[src/rtl/core/cyclic_animation_timer_top_macros.svh]
// Assertion macros for the cyclic animation timer.
// Included by the top level; no other dependencies.
`ifndef CYCLIC_ANIMATION_TIMER_TOP_MACROS_SVH
`define CYCLIC_ANIMATION_TIMER_TOP_MACROS_SVH
`ifndef ASSERT_OFF
`define ASSERT_IMPLY(label, clk, rst, ante, cons) \
   label: assert property (@(posedge clk) disable iff (rst) (ante) |-> (cons)) \
      else $error("assertion failed");
`define ASSERT_NEXT(label, clk, rst, ante, cons) \
   label: assert property (@(posedge clk) disable iff (rst) (ante) |=> (cons)) \
      else $error("assertion failed");
`else
`define ASSERT_IMPLY(label, clk, rst, ante, cons)
`define ASSERT_NEXT(label, clk, rst, ante, cons)
`endif
`endif

[src/rtl/core/catm_pkg.sv]
// Shared types, codes and widths of the cyclic animation timer.
// No dependencies; imported by every other file but the macros header.
package catm_pkg;

   localparam int CATM_MAX_EVENTS_DEF = 8;
   localparam int CATM_EPSILON_DEF    = 1;

   localparam int TIME_W     = 24;
   localparam int COUNT_W    = 16;
   localparam int SPEED_W    = 16;
   localparam int VALUE_W    = 16;
   localparam int PROG_W     = 17;
   localparam int ACC_W      = 26;
   localparam int A_W        = ACC_W - 1;
   localparam int INC_W      = 32;
   localparam int NOW_W      = 35;
   localparam int ACTION_W   = 2;
   localparam int KIND_W     = 2;
   localparam int CSR_IDX_W  = 3;
   localparam int CSR_DATA_W = 24;
   localparam int DIV_W      = 34;
   localparam int DIV_STEP_W = 6;
   localparam int PROD_W     = 35;

   localparam logic [PROG_W-1:0] PROG_ONE = 17'h10000;

   typedef enum logic [ACTION_W-1:0] {
      ACT_TICK   = 2'd0,
      ACT_PLAY   = 2'd1,
      ACT_RESUME = 2'd2,
      ACT_STOP   = 2'd3
   } action_type;

   typedef enum logic [KIND_W-1:0] {
      EV_NONE      = 2'd0,
      EV_START     = 2'd1,
      EV_CYCLE_END = 2'd2,
      EV_ANIM_END  = 2'd3
   } kind_type;

   typedef enum logic [CSR_IDX_W-1:0] {
      CSR_CYCLE_TIME  = 3'd0,
      CSR_CYCLE_COUNT = 3'd1,
      CSR_SPEED       = 3'd2,
      CSR_ALTERNATE   = 3'd3,
      CSR_REVERSED    = 3'd4,
      CSR_STOP_AT_END = 3'd5,
      CSR_VALUE_START = 3'd6,
      CSR_VALUE_END   = 3'd7
   } csr_index_type;

   typedef enum logic [3:0] {
      ST_IDLE,
      ST_MUL,
      ST_EVAL,
      ST_TDIV,
      ST_TUPD,
      ST_AMOD,
      ST_AWAIT,
      ST_PSET,
      ST_PWAIT,
      ST_VMUL,
      ST_VADD,
      ST_EMIT
   } seq_state_type;

   typedef struct packed {
      logic [TIME_W-1:0]         cycle_time;
      logic [COUNT_W-1:0]        cycle_count;
      logic [SPEED_W-1:0]        speed;
      logic                      alternate;
      logic                      reversed;
      logic                      stop_at_end;
      logic signed [VALUE_W-1:0] value_start;
      logic signed [VALUE_W-1:0] value_end;
   } cfg_type;

   typedef struct packed {
      logic                  start;
      logic [DIV_STEP_W-1:0] steps;
      logic [TIME_W-1:0]     init_rem;
      logic [DIV_W-1:0]      dividend;
      logic [TIME_W-1:0]     divisor;
   } div_ctrl_type;

   typedef struct packed {
      logic              busy;
      logic [DIV_W-1:0]  quotient;
      logic [TIME_W-1:0] remainder;
   } div_stat_type;

endpackage

[src/rtl/core/catm_req_if.sv]
// Request channel of the cyclic animation timer: valid, ready, action, amount.
// Depends on catm_pkg.
interface catm_req_if import catm_pkg::*; ();
   logic                valid;
   logic                ready;
   logic [ACTION_W-1:0] action;
   logic [TIME_W-1:0]   amount;

   modport source (output valid, output action, output amount, input ready);
   modport sink   (input valid, input action, input amount, output ready);
endinterface

[src/rtl/core/catm_rsp_if.sv]
// Result channel of the cyclic animation timer: valid, ready and result fields.
// Depends on catm_pkg.
interface catm_rsp_if import catm_pkg::*; ();
   logic                      valid;
   logic                      ready;
   logic [KIND_W-1:0]         event_kind;
   logic [COUNT_W-1:0]        event_index;
   logic [PROG_W-1:0]         progress;
   logic signed [VALUE_W-1:0] value;
   logic                      playing;
   logic                      last;

   modport source (output valid, output event_kind, output event_index, output progress,
                   output value, output playing, output last, input ready);
   modport sink   (input valid, input event_kind, input event_index, input progress,
                   input value, input playing, input last, output ready);
endinterface

[src/rtl/core/catm_div.sv]
// Shared restoring divider, one quotient bit per cycle, divisor up to 24 bits.
// Depends on catm_pkg.
module catm_div import catm_pkg::*; (
   input  logic         clock,
   input  logic         reset,
   input  div_ctrl_type ctrl,
   output div_stat_type stat
);

   logic                  busy_ff, busy_in;
   logic [DIV_STEP_W-1:0] cnt_ff, cnt_in;
   logic [TIME_W-1:0]     rem_ff, rem_in;
   logic [DIV_W-1:0]      dvd_ff, dvd_in;
   logic [DIV_W-1:0]      quo_ff, quo_in;
   logic [TIME_W-1:0]     dsr_ff, dsr_in;

   logic [TIME_W:0] rem_sh;
   logic [TIME_W:0] rem_sub;
   logic            ge;

   assign rem_sh  = {rem_ff, dvd_ff[DIV_W-1]};
   assign rem_sub = rem_sh - {1'b0, dsr_ff};
   assign ge      = rem_sh >= {1'b0, dsr_ff};

   always_comb begin
      busy_in = busy_ff;
      cnt_in  = cnt_ff;
      rem_in  = rem_ff;
      dvd_in  = dvd_ff;
      quo_in  = quo_ff;
      dsr_in  = dsr_ff;
      if (ctrl.start) begin
         busy_in = 1'b1;
         cnt_in  = ctrl.steps;
         rem_in  = ctrl.init_rem;
         dvd_in  = ctrl.dividend;
         quo_in  = '0;
         dsr_in  = ctrl.divisor;
      end else if (busy_ff) begin
         rem_in  = ge ? rem_sub[TIME_W-1:0] : rem_sh[TIME_W-1:0];
         dvd_in  = {dvd_ff[DIV_W-2:0], 1'b0};
         quo_in  = {quo_ff[DIV_W-2:0], ge};
         cnt_in  = cnt_ff - DIV_STEP_W'(1);
         busy_in = cnt_ff != DIV_STEP_W'(1);
      end
   end

   always_ff @(posedge clock) begin
      if (reset) begin
         busy_ff <= 1'b0;
         cnt_ff  <= '0;
      end else begin
         busy_ff <= busy_in;
         cnt_ff  <= cnt_in;
      end
      rem_ff <= rem_in;
      dvd_ff <= dvd_in;
      quo_ff <= quo_in;
      dsr_ff <= dsr_in;
   end

   assign stat.busy      = busy_ff;
   assign stat.quotient  = quo_ff;
   assign stat.remainder = rem_ff;

endmodule

[src/rtl/core/catm_seq.sv]
// Sequencer of the cyclic animation timer: timer state, event bookkeeping,
// progress and value. Drives catm_div; depends on catm_pkg and the channel interfaces.
module catm_seq import catm_pkg::*; #(
   parameter int MAX_EVENTS    = CATM_MAX_EVENTS_DEF,
   parameter int EPSILON_TICKS = CATM_EPSILON_DEF
) (
   input  logic         clock,
   input  logic         reset,
   input  cfg_type      cfg,
   catm_req_if.sink     req_bus,
   catm_rsp_if.source   rsp_bus,
   output div_ctrl_type div_ctrl,
   input  div_stat_type div_stat
);

   localparam int EV_CNT_W = $clog2(MAX_EVENTS + 1);
   localparam int N_W      = DIV_W + 1;
   localparam logic [EV_CNT_W-1:0]     EV_MAX = EV_CNT_W'(MAX_EVENTS);
   localparam logic signed [ACC_W-1:0] EPS    = ACC_W'(EPSILON_TICKS);
   localparam logic signed [PROD_W-1:0] ROUND = 35'sd32768;

   seq_state_type state_ff, state_in;

   logic [ACTION_W-1:0]       action_ff, action_in;
   logic [TIME_W-1:0]         amount_ff, amount_in;
   logic signed [ACC_W-1:0]   acc_ff, acc_in;
   logic [COUNT_W-1:0]        cidx_ff, cidx_in;
   logic                      paused_ff, paused_in;
   logic                      stopped_ff, stopped_in;
   logic [INC_W-1:0]          inc_ff, inc_in;
   logic                      has_start_ff, has_start_in;
   logic                      has_end_ff, has_end_in;
   logic [EV_CNT_W-1:0]       n_ce_ff, n_ce_in;
   logic [COUNT_W-1:0]        base_idx_ff, base_idx_in;
   logic [COUNT_W-1:0]        end_idx_ff, end_idx_in;
   logic [EV_CNT_W-1:0]       total_ff, total_in;
   logic [EV_CNT_W-1:0]       k_ff, k_in;
   logic [A_W-1:0]            a_ff, a_in;
   logic [PROG_W-1:0]         p_ff, p_in;
   logic signed [PROD_W-1:0]  prod_ff, prod_in;
   logic [VALUE_W-1:0]        value_ff, value_in;

   logic [TIME_W-1:0]         c_len;
   logic signed [ACC_W-1:0]   thr;
   logic signed [NOW_W-1:0]   now;
   logic signed [NOW_W-1:0]   thr_w;
   logic signed [NOW_W-1:0]   diff;
   logic                      crossing;
   logic                      start_ev;
   logic [SPEED_W+TIME_W-1:0] mul_full;

   logic [N_W-1:0]            n_val;
   logic [COUNT_W-1:0]        rem_cnt;
   logic                      ended;
   logic [N_W-1:0]            iters;
   logic [EV_CNT_W-1:0]       room;
   logic [EV_CNT_W-1:0]       n_ce;
   logic                      room_end;
   logic signed [ACC_W-1:0]   acc_wrap;

   logic [A_W-1:0]            a_pos;
   logic                      a_big;
   logic [ACC_W-1:0]          a2;
   logic [ACC_W-1:0]          c2;
   logic [ACC_W-1:0]          x_full;
   logic [TIME_W-1:0]         x;
   logic [PROG_W-1:0]         q17;
   logic [PROG_W-1:0]         p_clamp;
   logic [PROG_W-1:0]         p_out;
   logic signed [VALUE_W:0]   vdiff;
   logic signed [PROD_W-1:0]  mult;

   logic                      req_fire;
   logic                      rsp_fire;
   logic                      rsp_last;
   logic [EV_CNT_W-1:0]       j;
   kind_type                  kind;
   logic [COUNT_W-1:0]        index;

   // tick arithmetic
   assign c_len    = (cfg.cycle_time == '0) ? TIME_W'(1) : cfg.cycle_time;
   assign thr      = $signed({2'b00, c_len}) - EPS;
   assign mul_full = (SPEED_W+TIME_W)'(cfg.speed) * (SPEED_W+TIME_W)'(amount_ff);
   assign now      = NOW_W'(acc_ff) + $signed({{(NOW_W-INC_W){1'b0}}, inc_ff});
   assign thr_w    = NOW_W'(thr);
   assign diff     = now - thr_w;
   assign crossing = now >= thr_w;
   assign start_ev = acc_ff[ACC_W-1] && !now[NOW_W-1];

   // cycle boundary bookkeeping
   assign n_val    = {1'b0, div_stat.quotient} + N_W'(1);
   assign rem_cnt  = (cfg.cycle_count > cidx_ff) ? cfg.cycle_count - cidx_ff : COUNT_W'(1);
   assign ended    = (cfg.cycle_count != '0) && (n_val >= N_W'(rem_cnt));
   assign iters    = ended ? N_W'(rem_cnt) : n_val;
   assign room     = EV_MAX - EV_CNT_W'(has_start_ff);
   assign n_ce     = (iters >= N_W'(room)) ? room : iters[EV_CNT_W-1:0];
   assign room_end = (EV_CNT_W'(has_start_ff) + n_ce) < EV_MAX;
   assign acc_wrap = thr + $signed({2'b00, div_stat.remainder}) - $signed({2'b00, c_len});

   // progress
   assign a_pos   = acc_ff[ACC_W-1] ? '0 : acc_ff[A_W-1:0];
   assign a_big   = a_pos > A_W'(c_len);
   assign a2      = {a_ff, 1'b0};
   assign c2      = {1'b0, c_len, 1'b0};
   assign x_full  = !cfg.alternate ? {1'b0, a_ff} :
                    (a2 < {2'b00, c_len}) ? a2 : c2 - a2;
   assign x       = x_full[TIME_W-1:0];
   assign q17     = div_stat.quotient[PROG_W-1:0];
   assign p_clamp = (q17 > PROG_ONE) ? PROG_ONE : q17;
   assign p_out   = cfg.reversed ? PROG_ONE - p_clamp : p_clamp;
   assign vdiff   = $signed({cfg.value_end[VALUE_W-1], cfg.value_end})
                  - $signed({cfg.value_start[VALUE_W-1], cfg.value_start});
   assign mult    = vdiff * $signed({1'b0, p_ff});

   assign req_fire = req_bus.valid && req_bus.ready;
   assign rsp_fire = rsp_bus.valid && rsp_bus.ready;
   assign rsp_last = (total_ff == '0) || (k_ff == total_ff - EV_CNT_W'(1));

   // next state
   always_comb begin
      state_in = state_ff;
      case (state_ff)
         ST_IDLE:  if (req_fire) state_in = ST_MUL;
         ST_MUL: begin
            if (action_type'(action_ff) == ACT_TICK && !paused_ff && !stopped_ff)
               state_in = ST_EVAL;
            else
               state_in = ST_AMOD;
         end
         ST_EVAL:  state_in = crossing ? ST_TDIV : ST_AMOD;
         ST_TDIV:  if (!div_stat.busy) state_in = ST_TUPD;
         ST_TUPD:  state_in = ST_AMOD;
         ST_AMOD:  state_in = a_big ? ST_AWAIT : ST_PSET;
         ST_AWAIT: if (!div_stat.busy) state_in = ST_PSET;
         ST_PSET:  state_in = ST_PWAIT;
         ST_PWAIT: if (!div_stat.busy) state_in = ST_VMUL;
         ST_VMUL:  state_in = ST_VADD;
         ST_VADD:  state_in = ST_EMIT;
         ST_EMIT:  if (rsp_fire && rsp_last) state_in = ST_IDLE;
         default:  state_in = ST_IDLE;
      endcase
   end

   // outputs: divider launch
   always_comb begin
      div_ctrl.start    = 1'b0;
      div_ctrl.steps    = '0;
      div_ctrl.init_rem = '0;
      div_ctrl.dividend = '0;
      div_ctrl.divisor  = c_len;
      case (state_ff)
         ST_EVAL: begin
            div_ctrl.start    = crossing;
            div_ctrl.steps    = DIV_STEP_W'(DIV_W);
            div_ctrl.dividend = diff[DIV_W-1:0];
         end
         ST_AMOD: begin
            div_ctrl.start    = a_big;
            div_ctrl.steps    = DIV_STEP_W'(A_W);
            div_ctrl.dividend = {a_pos, {(DIV_W-A_W){1'b0}}};
         end
         ST_PSET: begin
            div_ctrl.start    = 1'b1;
            div_ctrl.steps    = DIV_STEP_W'(PROG_W);
            div_ctrl.init_rem = {1'b0, x[TIME_W-1:1]};
            div_ctrl.dividend = {x[0], {(DIV_W-1){1'b0}}};
         end
         default: begin
            div_ctrl.start = 1'b0;
         end
      endcase
   end

   // result fields
   always_comb begin
      j     = k_ff - EV_CNT_W'(has_start_ff);
      kind  = EV_NONE;
      index = '0;
      if (total_ff == '0) begin
         kind  = EV_NONE;
      end else if (has_start_ff && k_ff == '0) begin
         kind  = EV_START;
      end else if (j < n_ce_ff) begin
         kind  = EV_CYCLE_END;
         index = base_idx_ff + COUNT_W'(j);
      end else begin
         kind  = EV_ANIM_END;
         index = end_idx_ff;
      end
   end

   assign req_bus.ready       = state_ff == ST_IDLE;
   assign rsp_bus.valid       = state_ff == ST_EMIT;
   assign rsp_bus.event_kind  = kind;
   assign rsp_bus.event_index = index;
   assign rsp_bus.progress    = p_ff;
   assign rsp_bus.value       = value_ff;
   assign rsp_bus.playing     = !paused_ff && !stopped_ff;
   assign rsp_bus.last        = rsp_last;

   // datapath
   always_comb begin
      action_in    = action_ff;
      amount_in    = amount_ff;
      acc_in       = acc_ff;
      cidx_in      = cidx_ff;
      paused_in    = paused_ff;
      stopped_in   = stopped_ff;
      inc_in       = inc_ff;
      has_start_in = has_start_ff;
      has_end_in   = has_end_ff;
      n_ce_in      = n_ce_ff;
      base_idx_in  = base_idx_ff;
      end_idx_in   = end_idx_ff;
      total_in     = total_ff;
      k_in         = k_ff;
      a_in         = a_ff;
      p_in         = p_ff;
      prod_in      = prod_ff;
      value_in     = value_ff;
      case (state_ff)
         ST_IDLE: begin
            if (req_fire) begin
               action_in = req_bus.action;
               amount_in = req_bus.amount;
            end
         end
         ST_MUL: begin
            inc_in       = mul_full[SPEED_W+TIME_W-1:8];
            has_start_in = 1'b0;
            has_end_in   = 1'b0;
            n_ce_in      = '0;
            case (action_type'(action_ff))
               ACT_PLAY: begin
                  acc_in     = -$signed({2'b00, amount_ff});
                  cidx_in    = '0;
                  paused_in  = 1'b0;
                  stopped_in = 1'b0;
               end
               ACT_RESUME: begin
                  paused_in  = 1'b0;
                  stopped_in = 1'b0;
               end
               ACT_STOP: stopped_in = 1'b1;
               default:  acc_in = acc_ff;
            endcase
         end
         ST_EVAL: begin
            has_start_in = start_ev;
            if (!crossing) acc_in = now[ACC_W-1:0];
         end
         ST_TUPD: begin
            n_ce_in     = n_ce;
            base_idx_in = cidx_ff;
            end_idx_in  = cidx_ff + rem_cnt;
            has_end_in  = ended && room_end;
            if (ended) begin
               acc_in    = $signed({2'b00, c_len});
               cidx_in   = cidx_ff + rem_cnt;
               paused_in = 1'b1;
               if (cfg.stop_at_end) stopped_in = 1'b1;
            end else begin
               acc_in  = acc_wrap;
               cidx_in = cidx_ff + iters[COUNT_W-1:0];
            end
         end
         ST_AMOD:  if (!a_big) a_in = a_pos;
         ST_AWAIT: if (!div_stat.busy) a_in = {1'b0, div_stat.remainder};
         ST_PWAIT: if (!div_stat.busy) p_in = p_out;
         ST_VMUL:  prod_in = mult + ROUND;
         ST_VADD: begin
            value_in = cfg.value_start + prod_ff[31:16];
            k_in     = '0;
            total_in = EV_CNT_W'(has_start_ff) + n_ce_ff + EV_CNT_W'(has_end_ff);
         end
         ST_EMIT:  if (rsp_fire) k_in = k_ff + EV_CNT_W'(1);
         default:  k_in = k_ff;
      endcase
   end

   always_ff @(posedge clock) begin
      if (reset) begin
         state_ff   <= ST_IDLE;
         acc_ff     <= '0;
         cidx_ff    <= '0;
         paused_ff  <= 1'b0;
         stopped_ff <= 1'b0;
         k_ff       <= '0;
         total_ff   <= '0;
      end else begin
         state_ff   <= state_in;
         acc_ff     <= acc_in;
         cidx_ff    <= cidx_in;
         paused_ff  <= paused_in;
         stopped_ff <= stopped_in;
         k_ff       <= k_in;
         total_ff   <= total_in;
      end
      action_ff    <= action_in;
      amount_ff    <= amount_in;
      inc_ff       <= inc_in;
      has_start_ff <= has_start_in;
      has_end_ff   <= has_end_in;
      n_ce_ff      <= n_ce_in;
      base_idx_ff  <= base_idx_in;
      end_idx_ff   <= end_idx_in;
      a_ff         <= a_in;
      p_ff         <= p_in;
      prod_ff      <= prod_in;
      value_ff     <= value_in;
   end

endmodule

[src/rtl/core/cyclic_animation_timer_top.sv]
// Top level of the cyclic animation timer: configuration registers, sequencer, divider.
// Depends on catm_pkg, catm_req_if, catm_rsp_if, catm_div, catm_seq and the macros header.
//
// One request at a time. A tick while playing divides for the cycle count when it reaches
// a cycle boundary; play, resume, stop and a tick while paused or stopped skip that step.
// Any request then divides the accumulator when it lies beyond the cycle length, and
// divides for the progress ratio. Then one cycle per result while the result channel is
// ready (1 to MAX_EVENTS results); the next request is taken the cycle after the
// last result is delivered. The shared restoring divider, one quotient bit per cycle,
// runs 34 steps for a tick's cycle count, 25 for the accumulator wrap, 17 for the ratio.
// Configuration writes take effect at once and must be made while no request is open.
`include "cyclic_animation_timer_top_macros.svh"
module cyclic_animation_timer_top import catm_pkg::*; #(
   parameter int MAX_EVENTS    = CATM_MAX_EVENTS_DEF,
   parameter int EPSILON_TICKS = CATM_EPSILON_DEF
) (
   input  logic                  clock,
   input  logic                  reset,
   catm_req_if.sink              req_bus,
   catm_rsp_if.source            rsp_bus,
   input  logic                  csr_we,
   input  logic [CSR_IDX_W-1:0]  csr_index,
   input  logic [CSR_DATA_W-1:0] csr_wdata
);

   cfg_type      cfg_ff, cfg_in;
   div_ctrl_type div_ctrl;
   div_stat_type div_stat;
   logic         rsp_fire;
   logic         rsp_none;
   logic         rsp_start;

   always_comb begin
      cfg_in = cfg_ff;
      if (csr_we) begin
         case (csr_index_type'(csr_index))
            CSR_CYCLE_TIME:  cfg_in.cycle_time  = csr_wdata[TIME_W-1:0];
            CSR_CYCLE_COUNT: cfg_in.cycle_count = csr_wdata[COUNT_W-1:0];
            CSR_SPEED:       cfg_in.speed       = csr_wdata[SPEED_W-1:0];
            CSR_ALTERNATE:   cfg_in.alternate   = csr_wdata[0];
            CSR_REVERSED:    cfg_in.reversed    = csr_wdata[0];
            CSR_STOP_AT_END: cfg_in.stop_at_end = csr_wdata[0];
            CSR_VALUE_START: cfg_in.value_start = csr_wdata[VALUE_W-1:0];
            CSR_VALUE_END:   cfg_in.value_end   = csr_wdata[VALUE_W-1:0];
            default:         cfg_in = cfg_ff;
         endcase
      end
   end

   always_ff @(posedge clock) begin
      if (reset) begin
         cfg_ff.cycle_time  <= TIME_W'(1000);
         cfg_ff.cycle_count <= '0;
         cfg_ff.speed       <= SPEED_W'(256);
         cfg_ff.alternate   <= 1'b0;
         cfg_ff.reversed    <= 1'b0;
         cfg_ff.stop_at_end <= 1'b0;
         cfg_ff.value_start <= '0;
         cfg_ff.value_end   <= '0;
      end else begin
         cfg_ff <= cfg_in;
      end
   end

   catm_div u_div (
      .clock (clock),
      .reset (reset),
      .ctrl  (div_ctrl),
      .stat  (div_stat)
   );

   catm_seq #(
      .MAX_EVENTS    (MAX_EVENTS),
      .EPSILON_TICKS (EPSILON_TICKS)
   ) u_seq (
      .clock    (clock),
      .reset    (reset),
      .cfg      (cfg_ff),
      .req_bus  (req_bus),
      .rsp_bus  (rsp_bus),
      .div_ctrl (div_ctrl),
      .div_stat (div_stat)
   );

   assign rsp_fire  = rsp_bus.valid && rsp_bus.ready;
   assign rsp_none  = rsp_bus.valid && rsp_bus.event_kind == EV_NONE;
   assign rsp_start = rsp_bus.valid && rsp_bus.event_kind == EV_START;

   `ASSERT_IMPLY(a_one_side, clock, reset, rsp_bus.valid, !req_bus.ready)
   `ASSERT_IMPLY(a_none_last, clock, reset, rsp_none, rsp_bus.last)
   `ASSERT_IMPLY(a_start_idx, clock, reset, rsp_start, rsp_bus.event_index == '0)
   `ASSERT_IMPLY(a_prog_max, clock, reset, rsp_bus.valid, rsp_bus.progress <= PROG_ONE)
   `ASSERT_NEXT(a_more_follow, clock, reset, rsp_fire && !rsp_bus.last, rsp_bus.valid)

endmodule
[src/flat_wrapper.sv]
// flat-port wrapper written by rule: the top's interface ports become plain ports
module cyclic_animation_timer_top_flat import catm_pkg::*;
#(
   parameter int MAX_EVENTS    = CATM_MAX_EVENTS_DEF,
   parameter int EPSILON_TICKS = CATM_EPSILON_DEF
)
  (clock, reset, csr_we, csr_index, csr_wdata, req_bus_valid, req_bus_action, req_bus_amount, req_bus_ready, rsp_bus_valid, rsp_bus_event_kind, rsp_bus_event_index, rsp_bus_progress, rsp_bus_value, rsp_bus_playing, rsp_bus_last, rsp_bus_ready);
  catm_req_if req_bus_i ();
  catm_rsp_if rsp_bus_i ();
  input  logic clock;
  input  logic reset;
  input  logic csr_we;
  input  logic [CSR_IDX_W-1:0] csr_index;
  input  logic [CSR_DATA_W-1:0] csr_wdata;
  input wire logic [$bits(req_bus_i.valid)-1:0] req_bus_valid;
  input wire logic [$bits(req_bus_i.action)-1:0] req_bus_action;
  input wire logic [$bits(req_bus_i.amount)-1:0] req_bus_amount;
  output wire logic [$bits(req_bus_i.ready)-1:0] req_bus_ready;
  output wire logic [$bits(rsp_bus_i.valid)-1:0] rsp_bus_valid;
  output wire logic [$bits(rsp_bus_i.event_kind)-1:0] rsp_bus_event_kind;
  output wire logic [$bits(rsp_bus_i.event_index)-1:0] rsp_bus_event_index;
  output wire logic [$bits(rsp_bus_i.progress)-1:0] rsp_bus_progress;
  output wire logic [$bits(rsp_bus_i.value)-1:0] rsp_bus_value;
  output wire logic [$bits(rsp_bus_i.playing)-1:0] rsp_bus_playing;
  output wire logic [$bits(rsp_bus_i.last)-1:0] rsp_bus_last;
  input wire logic [$bits(rsp_bus_i.ready)-1:0] rsp_bus_ready;
  assign req_bus_i.valid = req_bus_valid;
  assign req_bus_i.action = req_bus_action;
  assign req_bus_i.amount = req_bus_amount;
  assign req_bus_ready = req_bus_i.ready;
  assign rsp_bus_valid = rsp_bus_i.valid;
  assign rsp_bus_event_kind = rsp_bus_i.event_kind;
  assign rsp_bus_event_index = rsp_bus_i.event_index;
  assign rsp_bus_progress = rsp_bus_i.progress;
  assign rsp_bus_value = rsp_bus_i.value;
  assign rsp_bus_playing = rsp_bus_i.playing;
  assign rsp_bus_last = rsp_bus_i.last;
  assign rsp_bus_i.ready = rsp_bus_ready;
  cyclic_animation_timer_top #(.MAX_EVENTS(MAX_EVENTS), .EPSILON_TICKS(EPSILON_TICKS)) u_core (.clock(clock), .reset(reset), .req_bus(req_bus_i), .rsp_bus(rsp_bus_i), .csr_we(csr_we), .csr_index(csr_index), .csr_wdata(csr_wdata));
endmodule
[config.mk]
export PLATFORM = sky130hd
export DESIGN_NAME = cyclic_animation_timer_top_flat
export DESIGN_NICKNAME = d
export VERILOG_FILES = /design/src/rtl/core/catm_pkg.sv /design/src/rtl/core/catm_req_if.sv /design/src/rtl/core/catm_rsp_if.sv /design/src/rtl/core/catm_div.sv /design/src/rtl/core/catm_seq.sv /design/src/rtl/core/cyclic_animation_timer_top.sv /design/src/flat_wrapper.sv
export VERILOG_INCLUDE_DIRS = /design/src /design/src/rtl/core
export SDC_FILE = /design/constraint.sdc
export NUM_CORES = 2
export LEC_CHECK = 0
export BUFFER_PORTS_ARGS = -buffer_cell sky130_fd_sc_hd__buf_2
export CORE_MARGIN = 1
export CORE_UTILIZATION = 47
export CTS_CLUSTER_SIZE = 28
export DETAILED_ROUTE_END_ITERATION = 10
export GPL_ROUTABILITY_DRIVEN = 0
export PLACE_DENSITY = 0.7
export SETUP_SLACK_MARGIN = 0.5
export SKIP_CTS_REPAIR_TIMING = 1
export SLEW_MARGIN = 20
export SYNTH_ARGS = -nofsm -noshare
export SYNTH_HDL_FRONTEND = slang
export SYNTH_SLANG_ARGS = --single-unit
[constraint.sdc]
create_clock -name clock -period 10.04 [get_ports clock]
set_input_delay 0.502 -clock clock [delete_from_list [all_inputs] [get_ports clock]]
set_output_delay 0.502 -clock clock [all_outputs]
set_load 0.03 [all_outputs]
# --- Yosys cells after proc, flatten, opt, wreduce, memory -nomap -nowiden ---
# Index checks and enable logic that the tools add are counted.
word_totals:
  rom_bits: 0
  latchBits: 0
  n_memories: 0
  ramBits: 0
  regBits: 456
op_classes:
  div: 0
  add_sub_neg: 25
  eq_ne: 36
  magnitude_cmp: 10
  n_shift: 0
  n_mul: 2
  bitwise_logic: 1
  n_reduce_logical: 45
  n_mux: 59
ops:
  columns: ["operator", "count"]
  rows:
  - ["two-way mux 24 bit", 6]
  - ["case mux 34 bit (3 select lines)", 1]
  - ["two-way mux 16 bit", 6]
  - ["two-way mux 26 bit", 3]
  - ["case mux 26 bit (3 select lines)", 1]
  - ["two-way mux 25 bit", 3]
  - ["two-way mux 34 bit", 2]
  - ["case mux 25 bit (2 select lines)", 1]
  - ["adder 16 bit", 3]
  - ["case mux 4 bit (12 select lines)", 1]
  - ["subtractor 24 bit", 2]
  - ["multiplier 16 x 24 -> 40 bit", 1]
  - ["adder 34 x 1 -> 35 bit (second input constant)", 1]
  - ["greater-or-equal comparator 35 x 16 -> 1 bit", 1]
  - ["greater-or-equal comparator 35 x 4 -> 1 bit", 1]
  - ["two-way mux 35 bit", 1]
  - ["adder 26 x 33 -> 34 bit", 1]
  - ["greater-or-equal comparator 34 x 25 -> 1 bit", 1]
  - ["two-way mux 17 bit", 2]
  - ["subtractor 34 x 25 -> 34 bit", 1]
  - ["adder 32 x 17 -> 32 bit (second input constant)", 1]
  - ["multiplier 17 x 18 -> 32 bit", 1]
  - ["case mux 16 bit (2 select lines)", 1]
  - ["two-way mux 4 bit", 7]
  - ["61 further kinds", 129]

# --- Depth between registers and ports, before layout ---
depth:
  depth_word: 11
  mapped_depth: 34

# --- Modules after synthesis ---
# From an unflattened synthesis, not the netlist that was laid out.
hier_totals:
  hier_cells: 5988
  area_unflattened_um2: 53435.0
modules_own_cells:
  columns: ["module", "instances", "seq_area_each_um2", "cells_each", "area_each_um2"]
  rows:
  - ["catm_seq", 1, 6226.0, 5108, 43543.0]
  - ["catm_div", 1, 3283.1, 539, 6173.4]
  - ["cyclic_animation_timer_top", 1, 1821.7, 341, 3718.6]

# --- Worst setup path before layout ---
# Ideal clock, no wire load.
synth_timing:
  kind: "flip-flop to flip-flop"
  start: "register u_core.cfg_ff[17] in the netlist's numbering"
  end: "register u_core.u_seq.prod_ff[22], data pin"
  path_stages_with_launch: 33
  arrival_ns: 7.648
  setup_ns: 0.258
  slack_ns: 2.135
  n_path_buf: 1
  path_cell_list: "dfxtp_1 inv_1 ha_1 nor2b_1 o21a_1 o21ai_0 a211oi_1 a41oi_1 a211oi_1 xnor2_1 clkbuf_1 nand2_1 fa_1 inv_1 fa_1 inv_1 fa_1 inv_1 fa_1 inv_1 fa_1 inv_1 fa_1 ha_1 or3_1 a221oi_1 o21ai_0 o21a_1 o21a_1 o21a_1 o21a_1 nor2_1 xnor2_1"
synth_via:
  elab_chain_len: 3
synth_rtl:
  columns: ["element", "line", "source"]
  rows:
  - ["start, declared", "cyclic_animation_timer_top.sv:26", "cfg_type cfg_ff, cfg_in;"]
  - ["start signal, assigned", "cyclic_animation_timer_top.sv:61", "cfg_ff <= cfg_in;"]
  - ["subtractor 16 x 16 -> 17 bit", "catm_seq.sv:112", "- $signed({cfg.value_start[VALUE_W-1], cfg.value_start});"]
  - ["multiplier 17 x 18 -> 32 bit", "catm_seq.sv:113", "assign mult = vdiff * $signed({1'b0, p_ff});"]
  - ["adder 32 x 17 -> 32 bit", "catm_seq.sv:270", "ST_VMUL: prod_in = mult + ROUND;"]
  - ["end signal, assigned", "catm_seq.sv:309", "prod_ff <= prod_in;"]
  - ["end, declared", "catm_seq.sv:40", "logic signed [PROD_W-1:0] prod_ff, prod_in;"]
# No other way between the ends.
# A chain may end at the register's enable or synchronous reset.

# --- Worst setup path after layout ---
layout_timing:
  start: "register u_core.cfg_ff[16] in the netlist's numbering"
  end: "register u_core.u_seq.prod_ff[29], data pin"
# The elaborated chain is that of the path after synthesis.

==> results by group <==
Synth
  – Cell variety after synth: 100
  – Largest family of logic cells by synthesized area: adder cells
  – Synth Net Count: between 7000 and 8000
  – Yosys warns: 0
  – Yosys reg bits: 440
  – Simple-gate share of the synthesized area: 0.182
  – Number of synthesized flops with an enable pin: ~250
  – Synth async-reset ratio: 0
  – Top FF cell, synth: edfxtp_1
  – Seq/Total Area, Yosys: 0.210
  – Multiplexer share of the synthesized area: 0.0212
  – Syn Inst Count: 6208
  – Synth Area in XOR/XNOR: 0.0492
  – Post-synthesis adder-cell area fraction: 0.320
  – Mean Syn Cell Area: ~8.7 um2
  – Synth Area in Compound Gates: 0.138
  – Synthesized area: about 0.054 mm2

Final layout
  – Most common cell after layout, fill and taps aside: nand2_1
  – Layout cells sized above 1: 0.0646
  – Synth-to-Final Area Change: 7.25%
  – Commonest cells after routing, fill and taps aside: 843 x nand2_1, 799 x inv_1, 540 x fa_1, 517 x ha_1, 357 x nor2_1
  – Final Net Count: slightly above 7000

Power
  – Sw Share: 0.475
  – Gate power share: 0.685
  – Sequential power share: 0.178
  – Max VDD drop: between 0.5 and 0.6 mV
  – PD cells: 267 mW/mm2
  – Switch Pwr: roughly 0.0073 W
  – Pleak: roughly 26 nW
  – Internal power: approximately 0.0081 W
  – Part of the power in the clock network: 0.137

Routing
  – DRT Pass-1 Iters: 7
  – Vias: 45100
  – Metal2 WL: about 70000 um
  – Routed Antenna Nets: 0
  – Top routing layer used: met5
  – Routed len/inst: between 20 and 25 um
  – Vias per inst: a little under 6
  – DRT met1 WL: around 65000 um
  – Metal3 WL: ~15000 um
  – Initial DRC Count: around 4300
  – Total length of routed wires: 157000 um
  – DRC viols: 0

CTS
  – Root buf cell: clkbuf_16
  – CTS H-tree lvls: 2
  – Clk_lat worst skew: 0.66 ns
  – CTS max path bufs: 3
  – CTS buffer count: 54
  – Clock sinks: 440
  – Reg clk slew, reported paths: ~0.06 ns
  – CTS tree: done

GRT
  – Initial antenna violation count: 10
  – Overflow after GRT: 0
  – Global-route wire length before repair: about 250000 um
  – Vias in the first global route: 44200
  – GRT Total Usage: 0.269
  – Pin count of the biggest net entering global routing: 81

Setup path
  – CP startpoint kind: flip-flop
  – CP arrival: ~9.3 ns
  – Critical Path Sink Type: flip-flop
  – Most frequent CP cell: fa_1
  – Max FO, Critical Path: 9
  – R2R Setup Slk: 1.09 ns
  – Critical path type: flip-flop to flip-flop
  – Largest stage delay, worst path: ~0.55 ns
  – Worst Path Required: around 10 ns
  – Critical path's slowest cell: fa_1

STA
  – Max-slew violation count: 0
  – Final Hold Fails: 0
  – Final period utilization: 0.891
  – Final hold slack: 0.0137 ns
  – Setup TNS: 0 ns
  – Unrepaired setup endpoints after global routing: no
  – Setup Skew: 0.0506 ns
  – Final setup viols: 0
  – Fin crit period: a little under 9 ns
  – Slew margin rel.: 0.228
  – Slew @ Worst Pin: between 1 and 1.5 ns
  – Fmax: roughly 110 MHz

Floorplanning
  – Initial core utilization: 0.477
  – Core Rows: between 100 and 150
  – Die area: about 0.12 mm2
  – Die Y-Extent: around 340 um
  – Chip width: ~340 um
  – I/O pin count: roughly 110
  – Total core area: 0.113 mm2

Place
  – Number of port buffers: between 100 and 150
  – Detailed Place HPWL: around 120000 um

Worst hold path
  – Min-delay worst type: primary input to flip-flop

Run
  – Max_cap viols: 0

Run status
  – Outcome: complete, no violations
final timing paths:
path,start,cells past startpoint,to
max,u_core.cfg_ff[16],31,u_core.u_seq.prod_ff[29]
min,req_bus_amount[11],1,u_core.u_seq.amount_ff[11]
min reg2reg,u_core.cfg_ff[13],2,u_core.cfg_ff[13]
max reg2reg,u_core.cfg_ff[16],31,u_core.u_seq.prod_ff[29]
metrics by stage:
| step | utilization | power [W] | instance area [um2] | instances | worst slack, ns |
|---|---|---|---|---|---|
| final | 0.511 | 0.0155 | 57800 | 7699 | 1.09 |
| after global routing | 0.511 | 0.0169 | 57800 | 7693 | 0.560 |
| after CTS | 0.510 | 0.0154 | 57700 | 7687 | 1.03 |
| after detailed placement | 0.493 | 0.0131 | 55800 | 7586 | 1.06 |
| after global placement | 0.493 | 0.0129 | 55800 | 7586 | 0.828 |
| after floorplan | - | 0.0106 | 53900 | 6208 | 2.13 |
routing by layer:
metal / global-route usage / vias up
li1: - / 20700
met1: 0.372 / 22000
met2: 0.425 / 2038
met3: 0.0430 / 343
met4: 0.100 / 6
met5: 0 / -
registers in the layout, summed over array words and instances (netlist names), 17 cells and up:
| register | cells |
|---|---|
| u_core.u_div.dvd_ff | 34 |
| u_core.u_div.rem_ff | 24 |
| u_core.cfg_ff | 91 |
| u_core.u_seq.a_ff | 25 |
| u_core.u_div.dsr_ff | 24 |
| u_core.u_seq.inc_ff | 32 |
| u_core.u_seq.rsp_bus.progress | 17 |
| u_core.u_seq.amount_ff | 24 |
| u_core.u_div.quo_ff | 34 |
| u_core.u_seq.acc_ff | 26 |
critical path: cells and delay by family, from the launching register on:
| kind | cells | cell delay, ns |
|---|---|---|
| fa+ha+maj | 9 | 3.95 |
| compound gates | 9 | 2.21 |
| buf+inv | 8 | 0.85 |
| simple gates | 3 | 0.77 |
| xor+xnor | 2 | 0.58 |
| flops | 1 | 0.35 |
synth_stat cells (22+ instances only):
cell        n  area share
clkbuf_1  260       0.018
a211oi_1   76       0.011
fa_1      540        0.20
xor2_1    105       0.017
mux2i_1    78       0.014
xnor2_1   198       0.032
nand2b_1   62      0.0072
and2_1    243       0.028
inv_1     800       0.056
o211ai_1   30      0.0042
and3_1     40      0.0046
a31oi_1    37      0.0043
ha_1      517        0.12
edfxtp_1  252        0.14
dfxtp_1   188       0.070
nand4_1    44      0.0051
a21oi_1   313       0.029
nor2_1    364       0.025
o22ai_1    23      0.0027
a221oi_1   22      0.0036
nand2_1   844       0.059
nor2b_1    80      0.0093
o31ai_1    28      0.0039
buf_1      23      0.0016
nor3_1    113       0.010
nor4_1     26      0.0030
o21a_1     63      0.0088
or3_1      31      0.0036
o21ai_0   210       0.019
mux2_2     32      0.0067
nand3_1    98      0.0091
a21o_1     84       0.012
kinds of logic after synthesis:
kind of cell,count (synthesis)
flops,440
compound gates,1127
fa+ha+maj,1057
simple gates,2055
xor+xnor,303
buf+inv,1116
mux,110
area by class of cell:
type / count / area, um2
flip-flops and latches: 440 / 11300
well taps: 1500 / 1880
inverters: 804 / 3020
repair buffers: 195 / 1230
diodes: 7 / 17.5
clock inverters: 32 / 347
clock buffers: 69 / 1580
multi-input cells: 4652 / 38400
fillers: 10500 / 55300
power groups by stage:
stage	sequential [W]	combinational (W)	clock, W
2_1_floorplan	0.00262	0.00794	0
3_3_place_gp	0.00277	0.0101	0
3_5_place_dp	0.00278	0.0103	0
4_1_cts	0.00274	0.0105	0.00215
5_1_grt	0.00277	0.0119	0.00221
6_report	0.00275	0.0106	0.00212
Power figures use the tool's default switching activity.
